File: src/rtl/core/dhfk_pkg.sv
// ----------------------------------------------------------------------------
// dhfk_pkg
// Types, constants and small helper functions shared by the DH kinematics core.
// ----------------------------------------------------------------------------
package dhfk_pkg;

  // one joint as it waits in the input queue
  typedef struct packed {
    logic signed [15:0] twist;
    logic signed [31:0] len;
    logic signed [15:0] theta;
    logic signed [31:0] offs;
    logic               start;
  } item_t;

  localparam int QDEPTH = 2;
  localparam int ATAN_IW = 5;

  localparam logic signed [33:0] CORDIC_GAIN = 34'sd652032874;
  localparam logic signed [16:0] HALF_PI_Q13 = 17'sd12868;
  localparam logic signed [16:0] PI_Q13      = 17'sd25736;

  localparam logic signed [65:0] ONE_Q30  = 66'sd1073741824;
  localparam logic signed [65:0] HALF_Q30 = 66'sd536870912;
  localparam logic signed [65:0] P40_MAX  = 66'sd549755813887;
  localparam logic signed [65:0] P40_MIN  = -66'sd549755813888;
  localparam logic signed [39:0] P32_MAX  = 40'sd2147483647;
  localparam logic signed [39:0] P32_MIN  = -40'sd2147483648;

  // matrix sequencer: 6 joint-transform products, 9 position, 27 rotation
  localparam int N_TRIG  = 6;
  localparam int N_POS   = 9;
  localparam int N_ROT   = 27;
  localparam int N_STEPS = N_TRIG + N_POS + N_ROT;
  localparam int KW      = 6;

  typedef enum logic [1:0] {
    K_TRIG = 2'd0,
    K_POS  = 2'd1,
    K_ROT  = 2'd2
  } kind_t;

  // trig product destinations
  localparam logic [3:0] D_RJ1 = 4'd0;
  localparam logic [3:0] D_RJ2 = 4'd1;
  localparam logic [3:0] D_RJ4 = 4'd2;
  localparam logic [3:0] D_RJ5 = 4'd3;
  localparam logic [3:0] D_PJ0 = 4'd4;
  localparam logic [3:0] D_PJ1 = 4'd5;

  // trig operand selects
  localparam logic [3:0] A_ST = 4'd0;
  localparam logic [3:0] A_CT = 4'd1;
  localparam logic [3:0] B_CA = 4'd0;
  localparam logic [3:0] B_SA = 4'd1;
  localparam logic [3:0] B_LEN = 4'd2;

  typedef struct packed {
    kind_t      kind;
    logic [3:0] asel;
    logic [3:0] bsel;
    logic [3:0] dst;
    logic       first;
    logic       last;
  } step_t;

  function automatic step_t step_dec(input logic [KW-1:0] k);
    step_t d;
    d       = '0;
    d.kind  = K_TRIG;
    d.first = 1'b1;
    d.last  = 1'b1;
    d.dst   = 4'(k);
    d.asel  = (k == 6'd0 || k == 6'd1 || k == 6'd5) ? A_ST : A_CT;
    d.bsel  = (k == 6'd0 || k == 6'd2) ? B_CA :
              ((k == 6'd1 || k == 6'd3) ? B_SA : B_LEN);
    for (int i = 0; i < N_POS; i++) begin
      if (k == KW'(N_TRIG + i)) begin
        d.kind  = K_POS;
        d.asel  = 4'(i);
        d.bsel  = 4'(i % 3);
        d.dst   = 4'(i / 3);
        d.first = (i % 3) == 0;
        d.last  = (i % 3) == 2;
      end
    end
    for (int i = 0; i < N_ROT; i++) begin
      if (k == KW'(N_TRIG + N_POS + i)) begin
        d.kind  = K_ROT;
        d.asel  = 4'((i / 9) * 3 + (i % 3));
        d.bsel  = 4'(3 * (i % 3) + (i / 3) % 3);
        d.dst   = 4'((i / 9) * 3 + (i / 3) % 3);
        d.first = (i % 3) == 0;
        d.last  = (i % 3) == 2;
      end
    end
    return d;
  endfunction

  function automatic logic signed [33:0] atan_q30(input logic [ATAN_IW-1:0] i);
    logic signed [33:0] v;
    case (i)
      5'd0:  v = 34'sd843314857;
      5'd1:  v = 34'sd497837829;
      5'd2:  v = 34'sd263043836;
      5'd3:  v = 34'sd133525158;
      5'd4:  v = 34'sd67021686;
      5'd5:  v = 34'sd33543515;
      5'd6:  v = 34'sd16775850;
      5'd7:  v = 34'sd8388437;
      5'd8:  v = 34'sd4194282;
      5'd9:  v = 34'sd2097149;
      5'd10: v = 34'sd1048575;
      5'd11: v = 34'sd524287;
      5'd12: v = 34'sd262143;
      5'd13: v = 34'sd131071;
      5'd14: v = 34'sd65535;
      5'd15: v = 34'sd32767;
      5'd16: v = 34'sd16383;
      5'd17: v = 34'sd8191;
      5'd18: v = 34'sd4095;
      5'd19: v = 34'sd2047;
      5'd20: v = 34'sd1023;
      5'd21: v = 34'sd511;
      5'd22: v = 34'sd255;
      5'd23: v = 34'sd127;
      5'd24: v = 34'sd63;
      5'd25: v = 34'sd31;
      5'd26: v = 34'sd15;
      5'd27: v = 34'sd8;
      5'd28: v = 34'sd4;
      5'd29: v = 34'sd2;
      5'd30: v = 34'sd1;
      default: v = 34'sd0;
    endcase
    return v;
  endfunction

  // round half up from Q.60 to Q.30
  function automatic logic signed [65:0] rnd30(input logic signed [65:0] v);
    return (v + HALF_Q30) >>> 30;
  endfunction

  function automatic logic signed [31:0] clamp_q30(input logic signed [65:0] v);
    logic signed [65:0] t;
    t = (v > ONE_Q30) ? ONE_Q30 : ((v < -ONE_Q30) ? -ONE_Q30 : v);
    return t[31:0];
  endfunction

  function automatic logic signed [39:0] sat40(input logic signed [65:0] v);
    logic signed [65:0] t;
    t = (v > P40_MAX) ? P40_MAX : ((v < P40_MIN) ? P40_MIN : v);
    return t[39:0];
  endfunction

  function automatic logic signed [31:0] sat32(input logic signed [39:0] v);
    logic signed [39:0] t;
    t = (v > P32_MAX) ? P32_MAX : ((v < P32_MIN) ? P32_MIN : v);
    return t[31:0];
  endfunction

endpackage

File: src/rtl/core/dhfk_front.sv
// ----------------------------------------------------------------------------
// dhfk_front
// Input side: accepts joint words and holds them in a two-entry queue.
// ----------------------------------------------------------------------------
module dhfk_front (
  input  logic                  clk,
  input  logic                  rst_n,
  input  logic                  in_tvalid,
  output logic                  in_tready,
  input  logic [95:0]           in_tdata,
  input  logic                  in_tuser,
  input  logic                  pop,
  output logic                  q_valid,
  output dhfk_pkg::item_t       q_item
);

  dhfk_pkg::item_t mem_r [dhfk_pkg::QDEPTH];
  logic            wp_r, wp_nxt;
  logic            rp_r, rp_nxt;
  logic [1:0]      cnt_r, cnt_nxt;
  logic            push, take;
  dhfk_pkg::item_t w_item;

  assign in_tready = cnt_r != 2'(dhfk_pkg::QDEPTH);
  assign q_valid   = cnt_r != 2'd0;
  assign q_item    = mem_r[rp_r];
  assign push      = in_tvalid && in_tready;
  assign take      = pop && q_valid;

  always_comb begin
    w_item.twist = $signed(in_tdata[15:0]);
    w_item.len   = $signed(in_tdata[47:16]);
    w_item.theta = $signed(in_tdata[63:48]);
    w_item.offs  = $signed(in_tdata[95:64]);
    w_item.start = in_tuser;
  end

  always_comb begin
    wp_nxt  = push ? ~wp_r : wp_r;
    rp_nxt  = take ? ~rp_r : rp_r;
    cnt_nxt = cnt_r + 2'(push) - 2'(take);
  end

  always_ff @(posedge clk) begin
    if (!rst_n) begin
      wp_r  <= 1'b0;
      rp_r  <= 1'b0;
      cnt_r <= 2'd0;
    end else begin
      wp_r  <= wp_nxt;
      rp_r  <= rp_nxt;
      cnt_r <= cnt_nxt;
    end
  end

  always_ff @(posedge clk) begin
    if (push) begin
      mem_r[wp_r] <= w_item;
    end
  end

endmodule

File: config.mk
export PLATFORM = sky130hd
export DESIGN_NAME = dhfk_front
export DESIGN_NICKNAME = d
export VERILOG_FILES = /design/src/rtl/core/dhfk_pkg.sv /design/src/rtl/core/dhfk_front.sv
export SDC_FILE = /design/constraint.sdc
export NUM_CORES = 1
export LEC_CHECK = 0
export CAP_MARGIN = 15
export CELL_PAD_IN_SITES_DETAIL_PLACEMENT = 1
export CELL_PAD_IN_SITES_GLOBAL_PLACEMENT = 2
export CORE_MARGIN = 4
export CORE_UTILIZATION = 45
export CTS_BUF_LIST = sky130_fd_sc_hd__clkbuf_8
export DETAILED_ROUTE_END_ITERATION = 7
export DONT_BUFFER_PORTS = 1
export GPL_ROUTABILITY_DRIVEN = 0
export HOLD_SLACK_MARGIN = 0.12
export PLACE_DENSITY_LB_ADDON = 0.1
export SLEW_MARGIN = 30
export SYNTH_ARGS = -nofsm -noshare
export SYNTH_HDL_FRONTEND = slang
export SYNTH_SLANG_ARGS = --single-unit
export TNS_END_PERCENT = 20
File: constraint.sdc
create_clock -name clk -period 12.1 [get_ports clk]
set_clock_uncertainty 0.1 [all_clocks]
set_input_delay 0.605 -clock clk [delete_from_list [all_inputs] [get_ports clk]]
set_output_delay 0.605 -clock clk [all_outputs]
set_load 0.02 [all_outputs]
-- Yosys cells after proc, flatten, opt, wreduce, memory -nomap -nowiden
Memories as Yosys holds them, arrays and structs flattened. A register that Yosys moved wholly into a read port is not among the register bits.
Cells that the tools add are included.
- reduce and logical (&&, ||, !) cells: 3
- equal/unequal tests: 1
- add/sub/neg operators: 2
- muxes and demuxes: 4
- bitwise logic cells: 2
- operators with widths (kind ; number):
    $mux 1 ; 4
    $add 2x1->2 ; 1
    $logic_and 1x1->1 ; 2
    $ne 2x2->1 const B ; 1
    $not 1->1 ; 2
    $reduce_bool 2->1 ; 1
    $sub 2x1->2 ; 1
- output and inout bits: 99
- memories: 1
- RAM bits: 194
- word-level logic and storage cells: 16
- bits of input ports: 101
- register bits after elaboration: 4
- memory list (name ; words ; width ; rd ports ; clocked after memory_dff ; wr ports ; RTL line ; source):
    mem_r ; 2 ; 97 ; 1 ; 1 ; 1 ; dhfk_front.sv:17 ; dhfk_pkg::item_t mem_r [dhfk_pkg::QDEPTH];

-- Logic depth before layout (Yosys ltp)
- depth in word-level cells: 4
- mapped depth: 8

-- Worst setup path after synthesis
Ideal clock, no wire load.
- path kind: reg2reg
- from: register cnt_r[0]
- to: memory mem_r[0][0] (netlist bit), enable pin
- arrival: 4795 ps
- setup slack: 6651 ps
- library setup time: 554 ps
- cell stages (with the launch flop): 4
- data required time: 11446 ps
- path buffers: 0
- clock period less this slack: 5449 ps
- cell sequence: dfxtp_1 -> nand2b_1 -> nand2_1 -> nor2_1
- word-level cells in the longest chain between the ends: 4
- RTL lines (item ; RTL line ; source):
    from (decl) ; dhfk_front.sv:20 ; logic [1:0] cnt_r, cnt_nxt;
    from (signal assigned) ; dhfk_front.sv:52 ; cnt_r <= cnt_nxt;
    $ne 2x2->1 ; dhfk_front.sv:24 ; assign in_tready = cnt_r != 2'(dhfk_pkg::QDEPTH);
    net in_tready ; dhfk_front.sv:9 ; output logic in_tready,
    $logic_and 1x1->1 ; dhfk_front.sv:27 ; assign push = in_tvalid && in_tready;
    $mux 1 ; dhfk_front.sv:57 ; if (push) begin
    $mux 1 (not written as such) ; dhfk_front.sv:58 ; mem_r[wp_r] <= w_item;
    to (decl) ; dhfk_front.sv:17 ;
The timed path passes the listed nets, and every way through them passes these cells.

==> qor.yml <==
outcome:
  status: "finished clean"
route:
  wirelength_um: 13900
  via_per_inst: 4.95
  drtIter0Drc: 164
  wire_per_inst_um: 21.1
  drc: 0
  firstDrtPassIters: 6
  ant_nets: 0
  vias: 3280
synth:
  synth.largest_area_cell: "edfxtp_1"
  yosysWarnings: 0
  synth_area_um2: 7350
  syn_area_per_cell_um2: 22.5
  syn_inst: 326
  syn_nets: 429
  synthTopCellsByArea: "edfxtp_1, mux2_2, mux2_4"
  async_flop_share: 0
  synth_commonest_cells: "edfxtp_1, mux2_2, mux2_4"
  synth-seq-cells: 199
  synth_seq_area_share: 0.806
  synthMostInstantiatedCell: "edfxtp_1"
  synth-edff-count: 194
  synth.top_cell.area_share: 0.793
  synthFlopType: "edfxtp_1"
  synth_cell_types: 18
timing:
  slew_violations: 0
  tns_ns: 0
  fin_crit_sh: 0.268
  setup_viol: 0
  tightest_slew_ns: 0.907
  maxSlewHeadroom: 0.395
  rsz0062_at_grt: "no"
  clock.fmax_mhz: 308
  fin_crit_ns: 3.25
  hold_viol: 0
floorplan:
  fp.dieH_um: 136
  die-area_um2: 18400
  ios: 200
  fp-row-count: 46
  start_util: 0.461
  core_area_um2: 15900
  die_w_um: 136
grt:
  grt_util_met3: 0.0596
  grt_pass1_wl_um: 20800
  grt_overflow: 0
  grt_usage: 0.153
  grt_busiest_layer: "met2"
  grt_pass1_vias: 3663
  grt_max_degree: 63
  met2_usage: 0.259
  antenna_found_initial: 0
  grtUsageMet1: 0.177
layout:
  drive_above_1_share: 0.289
  final_util: 0.560
  multiInputGateArea_um2: 1350
  area_growth_pct: 21.4
  register_area_um2: 5930
  fillers: 1384
  nets: 538
  final_cells: 662
  n_antenna_cell: 0
setup_path:
  rrSetupSlack_ns: 9.44
  start_kind: "flop"
  critPathMaxStageDelay_ns: 0.80
  end_kind: "primary output"
  critPathMaxFanout: 55
  critPathArrivalTime_ns: 2.54
  crit_slowest_cell: "buf_4"
  worstPathRequired_ns: 11.39
  cp_cell_sequence: "buf_4 -> mux2_2"
  critical_path_class: "reg2out"
power:
  p_total_uw: 1740
  leakagePower_uw: 0.00300
  ir_drop_mv: 0.0994
  power_density_nw_per_um2: 195
clocking:
  clk_pin_slew_ns: 0.09
  clock_path_buffers: 2
  cts-resized-gates: 0
  cts_sinks: 199
  ctsHtreeMaxLevel: 4
  cts_buffers: 17
  cts_tree: "built"
  postCtsSetupBuffers: 0
  worstSkewPairLatency_ns: 0.44
  holdBufCountCts: 97
  cts_root_buffer: "clkbuf_8"
run:
  maxCapViolCount: 0
placed_design:
  placedCellCount: 535
  io_buffers: 0
  place_hpwl_um: 8670
worst_hold_path:
  hold_class: "in2reg"
[sequential cells by signal (all words and copies together), names as in the netlist, named ones only]
register / cells
mem_r: 194
rp_r: 1
wp_r: 1
cnt_r: 2
[worst max-delay path, delay by kind of cell, from the launching register on]
kind,cells,cell delay [ns]
buf+inv,1,0.80
flops,1,0.74
mux,1,0.49
[cell families after synthesis]
family / after synthesis / synth area share
flip-flops: 199 / 0.806
XOR/XNOR: 3 / 0.00358
buffers and inverters: 12 / 0.0123
AO/OA/AOI/OAI: 1 / 0.00102
adder cells (fa/ha/maj): 2 / 0.00340
AND/OR/NAND/NOR: 11 / 0.00834
multiplexers: 98 / 0.165
[cell usage in the layout (no fill, tap or decap), types with 3 or more instances in the layout]
master,instances
edfxtp_1,194
dlygate4sd3_1,97
mux2_2,67
mux2_4,30
clkbuf_8,17
inv_1,4
dfxtp_1,4
xnor2_1,3
clkinv_1,3
buf_4,3
[where the power goes]
group | switching (uW) | internal [uW] | total (uW)
clock | 208 | 177 | 385
combinational | 281 | 170 | 451
sequential | 40.0 | 865 | 905
total | 529 | 1210 | 1740
[path summary, 6_finish.rpt]
path                                           from                endpoint  cells past startpoint
worst max-delay path                           flop              q_item[60]                      2
worst min-delay path                          rst_n     cnt_r[0]$_SDFF_PN0_                      1
worst max register to register  cnt_r[0]$_SDFF_PN0_  mem_r[0][77]$_DFFE_PP_                      4
worst min register to register    wp_r$_SDFFE_PN0N_       wp_r$_SDFFE_PN0N_                      2
[routing by layer]
metal | wire length, um | share of wire
met1 | 5480 | 0.39
met4 | 187 | 0.013
met5 | 0 | 0
met2 | 7170 | 0.51
met3 | 1110 | 0.080
[final cells by class]
type                            count  area share
Inverter                            1    0.000421
Tap cell                          216      0.0303
Multi-Input combinational cell    115       0.151
Sequential cell                   199       0.664
Timing Repair Buffer              101       0.114
Clock buffer                       17      0.0262
Clock inverter                     13      0.0132
[through the flow]
step                      hold WS [ns]  cell area [um2]  setup WS [ns]
after floorplan                  0.355             7350           6.65
after global placement           0.409             7570           9.01
after detailed placement         0.417             7600           9.26
after CTS                        0.132             8920           8.76
after global routing             0.139             8920           8.66
final                            0.177             8920           8.85
No activity file was read; power rests on OpenSTA's default activity.
